**src/rtl/core/lco_pkg.sv**
```systemverilog
// ----------------------------------------------------------------------------
// lco_pkg
// Shared constants, types and the darkness threshold for the line centroid
// offset block.
// ----------------------------------------------------------------------------
package lco_pkg;

    localparam int MAX_ROW_PIXELS_DEF = 1024;

    // darkness thresholds on d = 255 - gray
    localparam int         DARK_MAX_INT = 255;
    localparam logic [7:0] DARK_MAX     = 8'd255;
    localparam logic [7:0] DARK_LOW     = 8'd85;
    localparam logic [7:0] DARK_HIGH    = 8'd171;

    // Q15 result format
    localparam int          Q15_FRAC_BITS = 15;
    localparam int          Q_BITS        = 16;
    localparam int          Q_CNT_W       = $clog2(Q_BITS);
    localparam logic [15:0] Q15_MAX       = 16'h7FFF;
    localparam logic [15:0] Q15_HALF      = 16'h4000;

    // finished-row queue between accumulator and divider
    localparam int QUEUE_DEPTH = 2;

    typedef struct packed {
        logic full;
        logic empty;
    } lco_q_status_t;

    typedef enum logic [3:0] {
        BK_IDLE = 4'b0001,
        BK_MUL  = 4'b0010,
        BK_DIV  = 4'b0100,
        BK_OUT  = 4'b1000
    } lco_back_state_t;

    function automatic logic [7:0] dark_level(input logic [7:0] gray);
        logic [7:0] d;
        d = DARK_MAX - gray;
        if (d <= DARK_LOW)
            return 8'd0;
        if (d >= DARK_HIGH)
            return DARK_MAX;
        return d;
    endfunction

endpackage

```
**src/rtl/core/lco_if.sv**
```systemverilog
// ----------------------------------------------------------------------------
// lco_if
// Valid/ready channels for pixel words and result words.
// ----------------------------------------------------------------------------
interface lco_pixel_if;
    logic       valid;
    logic       ready;
    logic [7:0] gray_level;
    logic       row_end;

    modport source (output valid, output gray_level, output row_end, input ready);
    modport sink   (input valid, input gray_level, input row_end, output ready);
endinterface

interface lco_result_if;
    logic               valid;
    logic               ready;
    logic               line_found;
    logic signed [15:0] line_offset;

    modport source (output valid, output line_found, output line_offset, input ready);
    modport sink   (input valid, input line_found, input line_offset, output ready);
endinterface

```
**src/rtl/core/line_centroid_offset.sv**
```systemverilog
// ----------------------------------------------------------------------------
// line_centroid_offset
// Darkness-weighted centroid of one camera row, as a signed Q15 offset from
// the row center.
// ----------------------------------------------------------------------------
// Pixels are taken one word per clock while the queue is not full. Each row's
// sums go into a two-entry queue on the row_end word. A divider behind it
// presents the result after queue pop, the multiply, 16 restoring-divide steps
// and the output load. It takes a new row only once it has loaded the result
// of the last one. Pixel input stalls only while both queue entries hold rows
// still waiting for the divider. That can happen only with rows shorter than
// 19 pixels or a stalled result channel. Pixels beyond MAX_ROW_PIXELS in a row
// are ignored, but a row_end on them still closes the row.
module line_centroid_offset #(
    parameter int MAX_ROW_PIXELS = lco_pkg::MAX_ROW_PIXELS_DEF
) (
    input  logic          clk,
    input  logic          rst_n,
    lco_pixel_if.sink     pixel,
    lco_result_if.source  result
);

    localparam int IW = $clog2(MAX_ROW_PIXELS + 1);
    localparam int WW = $clog2(lco_pkg::DARK_MAX_INT * MAX_ROW_PIXELS + 1);
    localparam longint unsigned MOMENT_MAX =
        64'(lco_pkg::DARK_MAX_INT) * 64'(MAX_ROW_PIXELS) * 64'(MAX_ROW_PIXELS - 1) / 64'd2;
    localparam int MW = $clog2(MOMENT_MAX + 64'd1);
    localparam int EW = IW + WW + MW;

    lco_pkg::lco_q_status_t q_status;
    logic                   q_push;
    logic                   q_pop;
    logic [EW-1:0]          q_in;
    logic [EW-1:0]          q_head;

    lco_front #(
        .MAX_ROW_PIXELS (MAX_ROW_PIXELS),
        .IW             (IW),
        .WW             (WW),
        .MW             (MW)
    ) u_front (
        .clk      (clk),
        .rst_n    (rst_n),
        .pixel    (pixel),
        .q_status (q_status),
        .q_push   (q_push),
        .q_data   (q_in)
    );

    lco_queue #(
        .DATA_W (EW),
        .DEPTH  (lco_pkg::QUEUE_DEPTH)
    ) u_queue (
        .clk       (clk),
        .rst_n     (rst_n),
        .push      (q_push),
        .push_data (q_in),
        .pop       (q_pop),
        .head_data (q_head),
        .status    (q_status)
    );

    lco_back #(
        .IW (IW),
        .WW (WW),
        .MW (MW)
    ) u_back (
        .clk      (clk),
        .rst_n    (rst_n),
        .q_status (q_status),
        .q_data   (q_head),
        .q_pop    (q_pop),
        .result   (result)
    );

`ifndef SYNTHESIS
    a_no_push_when_full: assert property (@(posedge clk) disable iff (!rst_n)
        q_push |-> !q_status.full)
        else $error("row pushed into full queue");

    a_no_pop_when_empty: assert property (@(posedge clk) disable iff (!rst_n)
        q_pop |-> !q_status.empty)
        else $error("pop from empty queue");

    a_not_found_zero: assert property (@(posedge clk) disable iff (!rst_n)
        (result.valid && !result.line_found) |-> (result.line_offset == 16'sd0))
        else $error("offset nonzero with no line");

    a_offset_range: assert property (@(posedge clk) disable iff (!rst_n)
        (result.valid && result.line_found) |->
            ((result.line_offset >= -16'sd16384) && (result.line_offset <= 16'sd16383)))
        else $error("offset out of Q15 half range");
`endif

endmodule

```
**src/rtl/core/lco_queue.sv**
```systemverilog
// ----------------------------------------------------------------------------
// lco_queue
// Small show-ahead FIFO holding finished row sums for the divider.
// ----------------------------------------------------------------------------
module lco_queue #(
    parameter int DATA_W = 8,
    parameter int DEPTH  = lco_pkg::QUEUE_DEPTH
) (
    input  logic                  clk,
    input  logic                  rst_n,
    input  logic                  push,
    input  logic [DATA_W-1:0]     push_data,
    input  logic                  pop,
    output logic [DATA_W-1:0]     head_data,
    output lco_pkg::lco_q_status_t status
);

    localparam int PTR_W = (DEPTH > 1) ? $clog2(DEPTH) : 1;
    localparam int CNT_W = $clog2(DEPTH + 1);

    logic [DATA_W-1:0] mem [DEPTH];
    logic [PTR_W-1:0]  wr_ptr_reg, wr_ptr_next;
    logic [PTR_W-1:0]  rd_ptr_reg, rd_ptr_next;
    logic [CNT_W-1:0]  count_reg, count_next;

    function automatic logic [PTR_W-1:0] ptr_inc(input logic [PTR_W-1:0] p);
        if (p == PTR_W'(DEPTH - 1))
            return '0;
        return p + PTR_W'(1);
    endfunction

    always_comb
    begin
        wr_ptr_next = push ? ptr_inc(wr_ptr_reg) : wr_ptr_reg;
        rd_ptr_next = pop  ? ptr_inc(rd_ptr_reg) : rd_ptr_reg;
        count_next  = count_reg;
        if (push && !pop)
            count_next = count_reg + CNT_W'(1);
        else if (pop && !push)
            count_next = count_reg - CNT_W'(1);
    end

    always_ff @(posedge clk or negedge rst_n)
    begin
        if (!rst_n)
        begin
            wr_ptr_reg <= '0;
            rd_ptr_reg <= '0;
            count_reg  <= '0;
        end
        else
        begin
            wr_ptr_reg <= wr_ptr_next;
            rd_ptr_reg <= rd_ptr_next;
            count_reg  <= count_next;
        end
    end

    always_ff @(posedge clk)
    begin
        if (push)
            mem[wr_ptr_reg] <= push_data;
    end

    assign head_data    = mem[rd_ptr_reg];
    assign status.full  = (count_reg == CNT_W'(DEPTH));
    assign status.empty = (count_reg == '0);

endmodule

```
**src/rtl/core/lco_front.sv**
```systemverilog
// ----------------------------------------------------------------------------
// lco_front
// Per-pixel darkness threshold and row accumulation; pushes the row sums
// into the queue on the last pixel.
// ----------------------------------------------------------------------------
module lco_front #(
    parameter int MAX_ROW_PIXELS = lco_pkg::MAX_ROW_PIXELS_DEF,
    parameter int IW = $clog2(MAX_ROW_PIXELS + 1),
    parameter int WW = $clog2(lco_pkg::DARK_MAX_INT * MAX_ROW_PIXELS + 1),
    parameter int MW = 8
) (
    input  logic                   clk,
    input  logic                   rst_n,
    lco_pixel_if.sink              pixel,
    input  lco_pkg::lco_q_status_t q_status,
    output logic                   q_push,
    output logic [IW+WW+MW-1:0]    q_data
);

    localparam int PW = 8 + IW;

    logic [IW-1:0] index_reg, index_next;
    logic [WW-1:0] weight_reg, weight_next;
    logic [MW-1:0] moment_reg, moment_next;

    logic          accept;
    logic          in_row;
    logic [7:0]    dark;
    logic [PW-1:0] prod;
    logic [IW-1:0] index_acc;
    logic [WW-1:0] weight_acc;
    logic [MW-1:0] moment_acc;

    assign pixel.ready = !q_status.full;
    assign accept      = pixel.valid && pixel.ready;

    // pixels past the row limit do not count
    assign in_row = (index_reg < IW'(MAX_ROW_PIXELS));
    assign dark   = lco_pkg::dark_level(pixel.gray_level);
    assign prod   = PW'(dark) * PW'(index_reg);

    always_comb
    begin
        index_acc  = index_reg;
        weight_acc = weight_reg;
        moment_acc = moment_reg;
        if (in_row)
        begin
            index_acc  = index_reg + IW'(1);
            weight_acc = weight_reg + WW'(dark);
            moment_acc = moment_reg + MW'(prod);
        end

        index_next  = index_reg;
        weight_next = weight_reg;
        moment_next = moment_reg;
        if (accept)
        begin
            if (pixel.row_end)
            begin
                index_next  = '0;
                weight_next = '0;
                moment_next = '0;
            end
            else
            begin
                index_next  = index_acc;
                weight_next = weight_acc;
                moment_next = moment_acc;
            end
        end
    end

    assign q_push = accept && pixel.row_end;
    assign q_data = {index_acc, weight_acc, moment_acc};

    always_ff @(posedge clk or negedge rst_n)
    begin
        if (!rst_n)
        begin
            index_reg  <= '0;
            weight_reg <= '0;
            moment_reg <= '0;
        end
        else
        begin
            index_reg  <= index_next;
            weight_reg <= weight_next;
            moment_reg <= moment_next;
        end
    end

endmodule

```
**src/rtl/core/lco_back.sv**
```systemverilog
// ----------------------------------------------------------------------------
// lco_back
// Per-row offset: denominator multiply, 16-step restoring divide of
// moment * 2^15 by weight * width (skipped for zero weight or moment), Q15 centering, output register.
// ----------------------------------------------------------------------------
module lco_back #(
    parameter int IW = 11,
    parameter int WW = 18,
    parameter int MW = 28
) (
    input  logic                   clk,
    input  logic                   rst_n,
    input  lco_pkg::lco_q_status_t q_status,
    input  logic [IW+WW+MW-1:0]    q_data,
    output logic                   q_pop,
    lco_result_if.source           result
);

    localparam int DW    = WW + IW;
    localparam int QB    = lco_pkg::Q_BITS;
    localparam int CNT_W = lco_pkg::Q_CNT_W;
    localparam int FB    = lco_pkg::Q15_FRAC_BITS;

    lco_pkg::lco_back_state_t state_reg, state_next;

    logic [IW-1:0]    width_reg, width_next;
    logic [WW-1:0]    weight_reg, weight_next;
    logic [MW-1:0]    moment_reg, moment_next;
    logic [DW-1:0]    denom_reg, denom_next;
    logic [DW-1:0]    rem_reg, rem_next;
    logic [QB-1:0]    numer_reg, numer_next;
    logic [QB-1:0]    quot_reg, quot_next;
    logic [CNT_W-1:0] cnt_reg, cnt_next;
    logic             found_reg, found_next;

    logic             out_valid_reg, out_valid_next;
    logic             out_found_reg, out_found_next;
    logic [15:0]      out_offset_reg, out_offset_next;

    logic [DW:0]      trial;
    logic             ge;
    logic [15:0]      q_clamped;

    assign trial     = {rem_reg, numer_reg[QB-1]};
    assign ge        = (trial >= {1'b0, denom_reg});
    assign q_clamped = (quot_reg > lco_pkg::Q15_MAX) ? lco_pkg::Q15_MAX : quot_reg;

    always_comb
    begin
        state_next      = state_reg;
        width_next      = width_reg;
        weight_next     = weight_reg;
        moment_next     = moment_reg;
        denom_next      = denom_reg;
        rem_next        = rem_reg;
        numer_next      = numer_reg;
        quot_next       = quot_reg;
        cnt_next        = cnt_reg;
        found_next      = found_reg;
        out_found_next  = out_found_reg;
        out_offset_next = out_offset_reg;
        out_valid_next  = out_valid_reg && !result.ready;
        q_pop           = 1'b0;

        case (state_reg)
            lco_pkg::BK_IDLE:
            begin
                if (!q_status.empty)
                begin
                    q_pop = 1'b1;
                    {width_next, weight_next, moment_next} = q_data;
                    state_next = lco_pkg::BK_MUL;
                end
            end
            lco_pkg::BK_MUL:
            begin
                denom_next = DW'(weight_reg) * DW'(width_reg);
                // moment < weight * width, so moment >> 1 fits below the divisor
                rem_next   = DW'(moment_reg >> 1);
                numer_next = {moment_reg[0], {FB{1'b0}}};
                quot_next  = '0;
                cnt_next   = '0;
                found_next = (weight_reg != '0) && (moment_reg != '0);
                if ((weight_reg != '0) && (moment_reg != '0))
                    state_next = lco_pkg::BK_DIV;
                else
                    state_next = lco_pkg::BK_OUT;
            end
            lco_pkg::BK_DIV:
            begin
                if (ge)
                    rem_next = DW'(trial - {1'b0, denom_reg});
                else
                    rem_next = trial[DW-1:0];
                quot_next  = {quot_reg[QB-2:0], ge};
                numer_next = {numer_reg[QB-2:0], 1'b0};
                cnt_next   = cnt_reg + CNT_W'(1);
                if (cnt_reg == CNT_W'(QB - 1))
                    state_next = lco_pkg::BK_OUT;
            end
            lco_pkg::BK_OUT:
            begin
                if (!out_valid_reg || result.ready)
                begin
                    out_valid_next  = 1'b1;
                    out_found_next  = found_reg;
                    out_offset_next = found_reg ? (q_clamped - lco_pkg::Q15_HALF) : 16'd0;
                    state_next      = lco_pkg::BK_IDLE;
                end
            end
            default:
            begin
                state_next = lco_pkg::BK_IDLE;
            end
        endcase
    end

    always_ff @(posedge clk or negedge rst_n)
    begin
        if (!rst_n)
        begin
            state_reg     <= lco_pkg::BK_IDLE;
            out_valid_reg <= 1'b0;
        end
        else
        begin
            state_reg     <= state_next;
            out_valid_reg <= out_valid_next;
        end
    end

    always_ff @(posedge clk)
    begin
        width_reg      <= width_next;
        weight_reg     <= weight_next;
        moment_reg     <= moment_next;
        denom_reg      <= denom_next;
        rem_reg        <= rem_next;
        numer_reg      <= numer_next;
        quot_reg       <= quot_next;
        cnt_reg        <= cnt_next;
        found_reg      <= found_next;
        out_found_reg  <= out_found_next;
        out_offset_reg <= out_offset_next;
    end

    assign result.valid       = out_valid_reg;
    assign result.line_found  = out_found_reg;
    assign result.line_offset = $signed(out_offset_reg);

endmodule
```
**src/flat_wrapper.sv**
```systemverilog
// flat-port wrapper written by rule: the top's interface ports become plain ports
module line_centroid_offset_flat 
#(
    parameter int MAX_ROW_PIXELS = lco_pkg::MAX_ROW_PIXELS_DEF
)
  (clk, rst_n, pixel_valid, pixel_gray_level, pixel_row_end, pixel_ready, result_valid, result_line_found, result_line_offset, result_ready);
  lco_pixel_if pixel_i ();
  lco_result_if result_i ();
  input  logic clk;
  input  logic rst_n;
  input wire logic [$bits(pixel_i.valid)-1:0] pixel_valid;
  input wire logic [$bits(pixel_i.gray_level)-1:0] pixel_gray_level;
  input wire logic [$bits(pixel_i.row_end)-1:0] pixel_row_end;
  output wire logic [$bits(pixel_i.ready)-1:0] pixel_ready;
  output wire logic [$bits(result_i.valid)-1:0] result_valid;
  output wire logic [$bits(result_i.line_found)-1:0] result_line_found;
  output wire logic [$bits(result_i.line_offset)-1:0] result_line_offset;
  input wire logic [$bits(result_i.ready)-1:0] result_ready;
  assign pixel_i.valid = pixel_valid;
  assign pixel_i.gray_level = pixel_gray_level;
  assign pixel_i.row_end = pixel_row_end;
  assign pixel_ready = pixel_i.ready;
  assign result_valid = result_i.valid;
  assign result_line_found = result_i.line_found;
  assign result_line_offset = result_i.line_offset;
  assign result_i.ready = result_ready;
  line_centroid_offset #(.MAX_ROW_PIXELS(MAX_ROW_PIXELS)) u_core (.clk(clk), .rst_n(rst_n), .pixel(pixel_i), .result(result_i));
endmodule
```
**config.mk**
```make
export PLATFORM = sky130hd
export DESIGN_NAME = line_centroid_offset_flat
export DESIGN_NICKNAME = d
export VERILOG_FILES = /design/src/rtl/core/lco_pkg.sv /design/src/rtl/core/lco_if.sv /design/src/rtl/core/line_centroid_offset.sv /design/src/rtl/core/lco_queue.sv /design/src/rtl/core/lco_front.sv /design/src/rtl/core/lco_back.sv /design/src/flat_wrapper.sv
export SDC_FILE = /design/constraint.sdc
export NUM_CORES = 1
export LEC_CHECK = 0
export BUFFER_PORTS_ARGS = -buffer_cell sky130_fd_sc_hd__buf_2
export CORE_MARGIN = 3
export CORE_UTILIZATION = 65
export CTS_BUF_LIST = sky130_fd_sc_hd__clkbuf_4 sky130_fd_sc_hd__clkbuf_8
export CTS_CLUSTER_SIZE = 12
export DETAILED_ROUTE_END_ITERATION = 8
export GPL_ROUTABILITY_DRIVEN = 0
export PLACE_DENSITY = 0.8
export SLEW_MARGIN = 20
export SYNTH_ARGS = -nofsm -noshare
export SYNTH_HDL_FRONTEND = slang
export SYNTH_SLANG_ARGS = --single-unit
```
**constraint.sdc**
```tcl
create_clock -name clk -period 10.7 [get_ports clk]
set_input_delay 1.605 -clock clk [delete_from_list [all_inputs] [get_ports clk]]
set_output_delay 1.605 -clock clk [all_outputs]
set_load 0.01 [all_outputs]
```
==> results of run 1 <==
-- cell families (layout without fill, tap and decap cells) --
logic type               Yosys count  count (layout)  share of synthesized area, %
AND/OR/NAND/NOR                  694             694                         13.52
AO/OA/AOI/OAI                    354             354                         9.179
XOR/XNOR                          97              97                         3.406
adder cells (fa/ha/maj)          367             367                         24.91
flip-flops                       329             329                         38.30
multiplexers                      94              94                         4.088
buffers and inverters            428             470                         6.595
-- worst max-delay path: stages --
cell	delay, ps
buf_2	100
o21ai_0	150
nand2b_1	70
a21oi_1	140
nor2b_1	100
or2_2	320
o21ai_1	510
nand2_1	170
fa_1	480
fa_1	490
inv_1	50
fa_1	520
inv_1	50
fa_1	530
inv_1	50
ha_1	330
nor2b_1	230
o22ai_1	210
nand3b_1	210
a31oi_1	670
nand3_1	190
xnor2_1	180
-- per-layer routing --
layer / global-route usage [%] / vias to the layer above
met5: 0 / -
met4: 10.81 / 0
met3: 4.977 / 147
met2: 44.87 / 601
met1: 36.48 / 8522
li1: - / 7909
-- path summary, 6_finish.rpt --
| check | startpoint | endpoint | slack (ps) | depth (start not counted) |
|---|---|---|---|---|
| max | pixel_gray_level[0] | u_core.u_queue.mem[1][23] | 3710 | 22 |
| min | u_core.u_queue.count_reg[1] | u_core.u_queue.count_reg[1] | 500 | 1 |
| max reg2reg | u_core.u_back.width_reg[2] | u_core.u_back.denom_reg[28] | 4350 | 17 |
| min reg2reg | u_core.u_queue.count_reg[1] | u_core.u_queue.count_reg[1] | 500 | 1 |
| max in group asynchronous | rst_n | u_core.u_front.index_reg[10] | 8800 | 2 |
| min in group asynchronous | rst_n | u_core.u_front.weight_reg[17] | 1220 | 2 |
-- final cells by class --
class                   count  area (sq um)  area share, %
clock buffers              73         935.9          3.513
clock inverters            27         217.7         0.8171
inverters                 319          1197          4.494
multi-input cells        1606         13790          51.74
flip-flops and latches    329          9558          35.87
well taps                 511         639.4          2.400
repair buffers             51         309.0          1.160
-- through the flow --
step	setup WS [ps]	hold slack, ps
finish	3713	503.7
detailed placement	2897	503.6
CTS	3575	508.5
global route	3389	515.9
global placement	3073	477.8
floorplan	3311	460.8
-- synthesized netlist by cell type (6+ instances only) --
cell | instances | area [sq um]
nand4_1 | 21 | 131.4
nand3_1 | 25 | 125.1
ha_1 | 151 | 1889
dfrtp_1 | 64 | 1602
or3_1 | 6 | 37.54
o22ai_1 | 10 | 62.56
a21oi_1 | 72 | 360.4
nor2_1 | 79 | 296.5
nand2b_1 | 12 | 75.07
a211oi_1 | 6 | 45.04
a22o_1 | 14 | 122.6
fa_1 | 216 | 4324
o21ai_1 | 15 | 75.07
mux2i_1 | 31 | 310.3
a21o_1 | 28 | 210.2
mux2_2 | 63 | 709.4
nor3_1 | 18 | 90.09
nor4_1 | 14 | 87.58
xor2_1 | 41 | 359.1
nor2b_1 | 24 | 150.1
o21bai_1 | 10 | 75.07
edfxtp_1 | 264 | 7928
inv_1 | 318 | 1194
o211ai_1 | 15 | 112.6
a31oi_1 | 13 | 81.33
xnor2_1 | 56 | 490.5
o21ai_0 | 92 | 460.4
o21a_1 | 28 | 210.2
nand2_1 | 311 | 1167
or2_2 | 8 | 50.05
clkbuf_1 | 99 | 371.6
o311ai_0 | 6 | 52.55
and2_1 | 142 | 888.4
and3_1 | 15 | 93.84
-- cell usage in the layout, fill, tap and decap left out, types with 8 or more instances in the layout --
cell type,count
nand3_1,25
clkinv_2,10
edfxtp_1,264
dfrtp_1,62
mux2i_1,31
a21oi_1,72
clkbuf_4,11
nand4_1,21
nor4_1,14
a21o_1,28
buf_4,19
and2_1,142
mux2_2,63
o211ai_1,15
a22o_1,14
o21a_1,28
nor2b_1,24
clkinv_1,11
o21ai_0,90
nor2_1,77
clkbuf_8,62
xnor2_1,56
inv_1,318
or2_2,8
nand2_1,310
and3_1,14
a31oi_1,13
ha_1,151
o21bai_1,10
nor3_1,17
o22ai_1,10
buf_2,31
fa_1,216
o21ai_1,17
nand2b_1,12
xor2_1,41
==> metrics.yaml, run 1 <==
syn_avg_cell_area_sq_um: 10.56
die_y_um: 201.9
wl_met2_mm: 25.54
m1WireLength_mm: 22.02
status: "completed"
antenna_found_initial: 0
ctsLongestPathBuffers: 3
netlist-cell-type-count: 74
finalMaxSlewViolations: 0
post_cts_buffers: 0
initial_core_util_pct: 66.07
rsz0062_at_grt: "no"
fin_crit_sh_pct: 65.30
critical_path_class: "input pin to register"
largest_reg_flops: 112
io_buffers: 31
synthToLayoutAreaGrowth_pct: 6.801
dpl.cell_count: 2815
avgViaCountPerCell: 5.891
yosysWarningCount: 0
drt-pass1-iter-count: 6
ant_nets: 0
critPathRequiredTime_ps: 11080
maxSlewHeadroom_pct: 26.50
cts_buffers: 53
utilization_pct: 70.57
wl_mm: 53.29
syn_nets: 2743
ys_async_sr_fraction_pct: 19.76
die_x_um: 201.9
core-area_sq_um: 37760
cts.repair.resized: 0
synth_seq_cells: 329
placed_area_sq_um: 25480
setup_viol: 0
cts_sinks: 329
seq_area_frac_synth_pct: 38.30
crit_arrival_ps: 7370
highest_layer: "met4"
clock.fmax_mhz: 143.1
synth_edf_count: 264
start_kind: "input pin"
cap_viol_max_count: 0
dieArea_sq_um: 40770
grtUsageTotal_pct: 27.30
worst_pin_slew_ps: 1103
wire_per_inst_um: 18.28
drtIter0Drc: 1441
skew_ps: 71.72
clk_latency_ps: 650
cts.hold.buffers_added: 0
cts_tree: "yes"
root_buffer: "clkbuf_8"
rows: 71
tns_ps: 0
n_antenna_cell: 0
gr-total-overflow: 0
dp_hpwl_mm: 38.03
vias: 17180
cts_max_level: 2
hold_viol_final: 0
io-pin-count: 32
n_fill_cell: 2672
syn_inst: 2363
syn_area_sq_um: 24950
min_period_ps: 6987
final_area_sq_um: 26640
clk_pin_slew_ps: 60
final_cells: 2916
crit_path_end_kind: "register"
grt_pass1_wl_mm: 90.18
fin_nets: 2740
grt_max_degree: 71
drcViolationCount: 0
critPathMaxFanout: 12
hold_path_class: "register to register"
drive_gt1_share_pct: 9.730
grt_pass1_vias: 18340
synthFlopType: "edfxtp_1"
wl_met3_mm: 3.645
Power of run 1 is not shown: default switching activity piles up to over one toggle a cycle in this logic, so the estimate is an artifact.
==> inputs of run 2 (changes only) <==
Clock period 10.7 ns to 6.6 ns, I/O delays scaled along.
==> run 2 against run 1 <==
  * First-iteration DRC count shrank 5.1%
  * Setup slack got worse by 3300 ps
  * Via count fell by 0.15%
  * Final cell count up 0.58%
  * Final area grew 0.71%
  * Flip-flop and latch count unchanged
  * Hold slack improved by 2.2 ps
  * Critical path depth did not move
  * Sequential share of layout area shrank 0.25 points
  * Die area unchanged
  * Global-route usage shrank 0.070 points
  * Register-to-register slack got worse by 3900 ps
  * Largest cell class unchanged
==> metrics.yaml, run 2 (same netlist as run 1, synthesis figures left out) <==
holdPathEnd: "u_core.u_back.moment_reg[3]"
clock.fmax_mhz: 161.9
maxSlewHeadroom_pct: 37.16
dp_hpwl_mm: 39.29
die_x_um: 201.9
initial_core_util_pct: 66.07
grt_pass1_wl_mm: 90.25
wl_mm: 53.47
cts_buffers: 51
io-pin-count: 32
cts_sinks: 329
timing.rr.end: "u_core.u_back.denom_reg[26]"
min_period_ps: 6178
clk_latency_ps: 620
n_antenna_cell: 0
core-area_sq_um: 37760
wire_per_inst_um: 18.23
rsz0062_at_grt: "no"
hold_depth: 1
rr_startpoint: "u_core.u_back.width_reg[10]"
vias: 17150
ctsLongestPathBuffers: 3
largest_reg_flops: 112
drcViolationCount: 0
critPathRequiredTime_ps: 6910
die_y_um: 201.9
grtUsageTotal_pct: 27.23
root_buffer: "clkbuf_8"
final_cell_mix: "inv_1, nand2_1, edfxtp_1"
start_kind: "input pin"
gr-total-overflow: 0
crit_arrival_ps: 6490
critical_path_class: "input pin to register"
cts_tree: "yes"
clk_pin_slew_ps: 60
cts.hold.buffers_added: 0
reg2reg_setup_slack_ps: 460
r2r_cells: 17
grt_pass1_vias: 18070
fin_crit_sh_pct: 93.60
final_common_cell: "inv_1"
status: "completed"
min-delay-start: "u_core.u_queue.mem[0][3]"
avgViaCountPerCell: 5.848
skew_ps: 57.23
hold_path_class: "register to register"
io_buffers: 31
critPathMaxFanout: 8
dieArea_sq_um: 40770
tns_ps: 0
ant_nets: 0
drt-pass1-iter-count: 6
cap_viol_max_count: 0
grt_max_degree: 66
fin_nets: 2759
antenna_found_initial: 0
finalMaxSlewViolations: 0
hold_viol_final: 0
drive_gt1_share_pct: 10.69
fin_hold_ws_ps: 505.9
rows: 71
drtIter0Drc: 1367
synthToLayoutAreaGrowth_pct: 7.558
cts_max_level: 2
crit_path_end_kind: "register"
worst_pin_slew_ps: 942.5
setup_viol: 0
==> run 2: changes by cell type in the layout (fill, tap and decap cells not counted), moves of 4 or more <==
cell,previous run,this run
buf_4,19,40
clkinv_1,11,3
clkbuf_4,11,18
clkinv_2,10,6
==> run 2: final cells by class <==
type	count	area (sq um)
multi-input combinational	1606	13790
inverter	319	1197
clock inverter	15	171.4
fill	2660	10920
clock buffer	81	1002
tap	511	639.4
sequential	329	9558
timing repair buffer	72	475.5
==> run 2: what timing repair did <==
item                       4_1_cts  5_1_grt
setup buffers                    0        2
setup endpoints to repair        0       31
gates resized for setup          0        1
==> run 2: routing by layer <==
metal  global-route usage (%)  wire length (um)  part of all wire (%)  vias to the layer above
li1                         -                 -                     -                     7951
met1                    36.79             22600                    42                     8491
met2                    46.12             26050                    49                      605
met3                    3.785              3304                   6.2                      106
met4                    8.921              1513                   2.8                        0
met5                        0                 0                     0                        -
==> run 2: through the flow <==
stage               area [sq um]  std cells  utilization (%)  setup WS [ps]
CTS                        26800       2931            71.00          316.1
finish                     26830       2933            71.07          422.3
detailed placement         25630       2835            67.89         -300.8
floorplan                  24950       2363                -          297.3
global placement           25630       2835            67.87          19.81
global route               26830       2933            71.07          3.883
==> run 2: critical path, stage by stage <==
cell	delay (ps)
buf_2	100
o21ai_0	150
nand2b_1	70
a21oi_1	140
nor2b_1	90
or2_2	320
o21ai_1	370
and2_1	230
fa_1	430
fa_1	480
fa_1	540
inv_1	50
fa_1	520
inv_1	40
ha_1	340
a2111oi_0	440
o21ai_0	290
nand2_1	180
o21bai_1	130
a31oi_1	280
xor2_1	170
o21ai_0	100
==> run 2: worst max-delay path by stage <==
stage | start | endpoint | slack (ps) | cells after the start
finish | pixel_gray_level[0] | u_core.u_queue.mem[0][18] | 420 | 22
global route | u_core.u_back.width_reg[5] | u_core.u_back.denom_reg[28] | 4 | 16
CTS | pixel_gray_level[2] | u_core.u_queue.mem[1][18] | 320 | 21
detailed placement | pixel_gray_level[2] | u_core.u_queue.mem[1][26] | -300 | 22
global placement | pixel_gray_level[2] | u_core.u_queue.mem[0][26] | 20 | 22
floorplan | pixel_gray_level[0] | u_core.u_queue.mem[0][26] | 300 | 24
Power of run 2 is left out for the same reason.
==> inputs of run 3 (changes only) <==
Settings changed: CELL_PAD_IN_SITES_DETAIL_PLACEMENT from default to 0, CELL_PAD_IN_SITES_GLOBAL_PLACEMENT from default to 1, CORE_UTILIZATION 65 to 54, PLACE_DENSITY 0.8 to 0.82.
==> run 3 against run 2 <==
  * Hold slack lost 340 ps
  * Sequential share of layout area shrank 0.18 points
  * Final cell count is 3.2% higher
  * Non-clock buffer count unchanged
  * Via count is 1.4% lower
  * Largest cell class unchanged
  * Register-to-register slack improved by 50 ps
  * Global-route usage shrank 4.2 points
  * Critical path type is now register to register
  * Fmax increased by 1.5%
  * Clock skew down 4.0 ps
  * Clock-buffer cell count down 10
  * Setup slack better by 89 ps
  * Routed wire length grew 2.3%
==> metrics.yaml, run 3 (same netlist as run 1, synthesis figures left out) <==
cap_viol_max_count: 0
start_kind: "register"
cts_buffers: 54
rr_startpoint: "u_core.u_back.width_reg[7]"
wire_per_inst_um: 18.06
n_antenna_cell: 0
final_cell_mix: "inv_1, nand2_1, edfxtp_1"
initial_core_util_pct: 54.85
clock.fmax_mhz: 164.2
die_y_um: 220.9
wl_mm: 54.68
critPathRequiredTime_ps: 7110
io_buffers: 31
maxSlewHeadroom_pct: 21.56
gr-total-overflow: 0
drive_gt1_share_pct: 10.54
clk_pin_slew_ps: 60
grt_max_degree: 61
crit_arrival_ps: 6590
die_x_um: 220.9
largest_reg_flops: 112
fin_nets: 2762
setup_viol: 0
vias: 16910
critical_path_class: "register to register"
antenna_found_initial: 0
cts_tree: "yes"
dp_hpwl_mm: 40.41
crit_path_end_kind: "register"
synthToLayoutAreaGrowth_pct: 8.095
dieArea_sq_um: 48810
hold_viol_final: 0
avgViaCountPerCell: 5.583
r2r_cells: 17
skew_ps: 53.25
finalMaxSlewViolations: 0
timing.rr.end: "u_core.u_back.denom_reg[26]"
worst_pin_slew_ps: 1177
final_area_sq_um: 26970
core-area_sq_um: 45480
final_common_cell: "inv_1"
reg2reg_setup_slack_ps: 510
hold_path_class: "input pin to asynchronous set/reset pin"
post_cts_buffers: 0
fin_crit_sh_pct: 92.25
status: "completed"
placed_area_sq_um: 25740
min_period_ps: 6088
clk_latency_ps: 640
cts_sinks: 329
n_fill_cell: 3842
ctsLongestPathBuffers: 3
drtIter0Drc: 1147
grt_pass1_wl_mm: 91.63
grt_pass1_vias: 17660
rows: 78
drcViolationCount: 0
drt-pass1-iter-count: 5
cts_max_level: 2
ant_nets: 0
rsz0062_at_grt: "no"
io-pin-count: 32
root_buffer: "clkbuf_8"
grtUsageTotal_pct: 23.01
critPathMaxFanout: 18
[run 3: cell types whose count changed in the layout (fill, tap and decap cells not counted), sizes merged]
cell      delta
bufinv       +2
clkbuf      -10
clkinv      +13
clkinvlp     +2
inv          -1
[run 3: routing by layer]
layer	global-route usage (%)	wire length, um	vias up
met1	31.71	24590	8462
li1	-	-	7949
met2	38.07	26150	381
met3	3.250	2427	114
met5	0	0	-
met4	7.312	1520	0
[run 3: stage by stage]
stage	hold WS [ps]	instances	util, %	setup TNS [ps]	setup slack, ps
5_1_grt	127.8	3028	59.29	0	16.03
2_1_floorplan	460.8	2363	-	0	297.3
6_report	162.1	3028	59.29	0	511.6
3_5_place_dp	498.9	2925	56.61	-2955	-198.0
4_1_cts	109.0	3027	59.26	0	492.5
3_3_place_gp	481.3	2925	56.61	-1199	-127.6
[run 3: timing repair]
item / 4_1_cts / 5_1_grt
endpoints found under the setup margin: 0 / 17
resized for setup: 0 / 4
hold buffers: 0 / 0
hold endpoints to repair: 0 / 0
[run 3: area by class of cell]
class,instances,area [sq um],share of cell area [%]
inverter,319,1197,4.440
clock buffer,71,914.6,3.392
tap,600,750.7,2.784
timing repair buffer,72,466.7,1.731
sequential,329,9558,35.44
clock inverter,31,292.8,1.086
multi-input combinational,1606,13790,51.12
[run 3: worst max-delay path by stage]
stage | cells past startpoint | end | startpoint | slack [ps]
6_report | 17 | u_core.u_back.denom_reg[26] | u_core.u_back.width_reg[7] | 510
5_1_grt | 17 | u_core.u_back.denom_reg[26] | u_core.u_back.width_reg[7] | 20
4_1_cts | 21 | u_core.u_queue.mem[1][18] | pixel_gray_level[2] | 490
3_5_place_dp | 23 | u_core.u_queue.mem[1][26] | pixel_gray_level[2] | -200
3_3_place_gp | 22 | u_core.u_queue.mem[0][18] | pixel_gray_level[2] | -130
2_1_floorplan | 24 | u_core.u_queue.mem[0][26] | pixel_gray_level[0] | 300
[run 3: worst max-delay path, cell delays in order, from the launching register on]
cell	delay, ps
edfxtp_1	670
and2_1	310
fa_1	460
fa_1	560
inv_1	50
fa_1	480
inv_1	60
fa_1	500
fa_1	490
ha_1	360
a2111oi_0	420
o21ai_0	230
nand3_1	150
o211ai_1	170
a21oi_1	250
o21ai_0	280
nor4b_1	370
a211o_1	160
Power of run 3 is left out for the same reason.
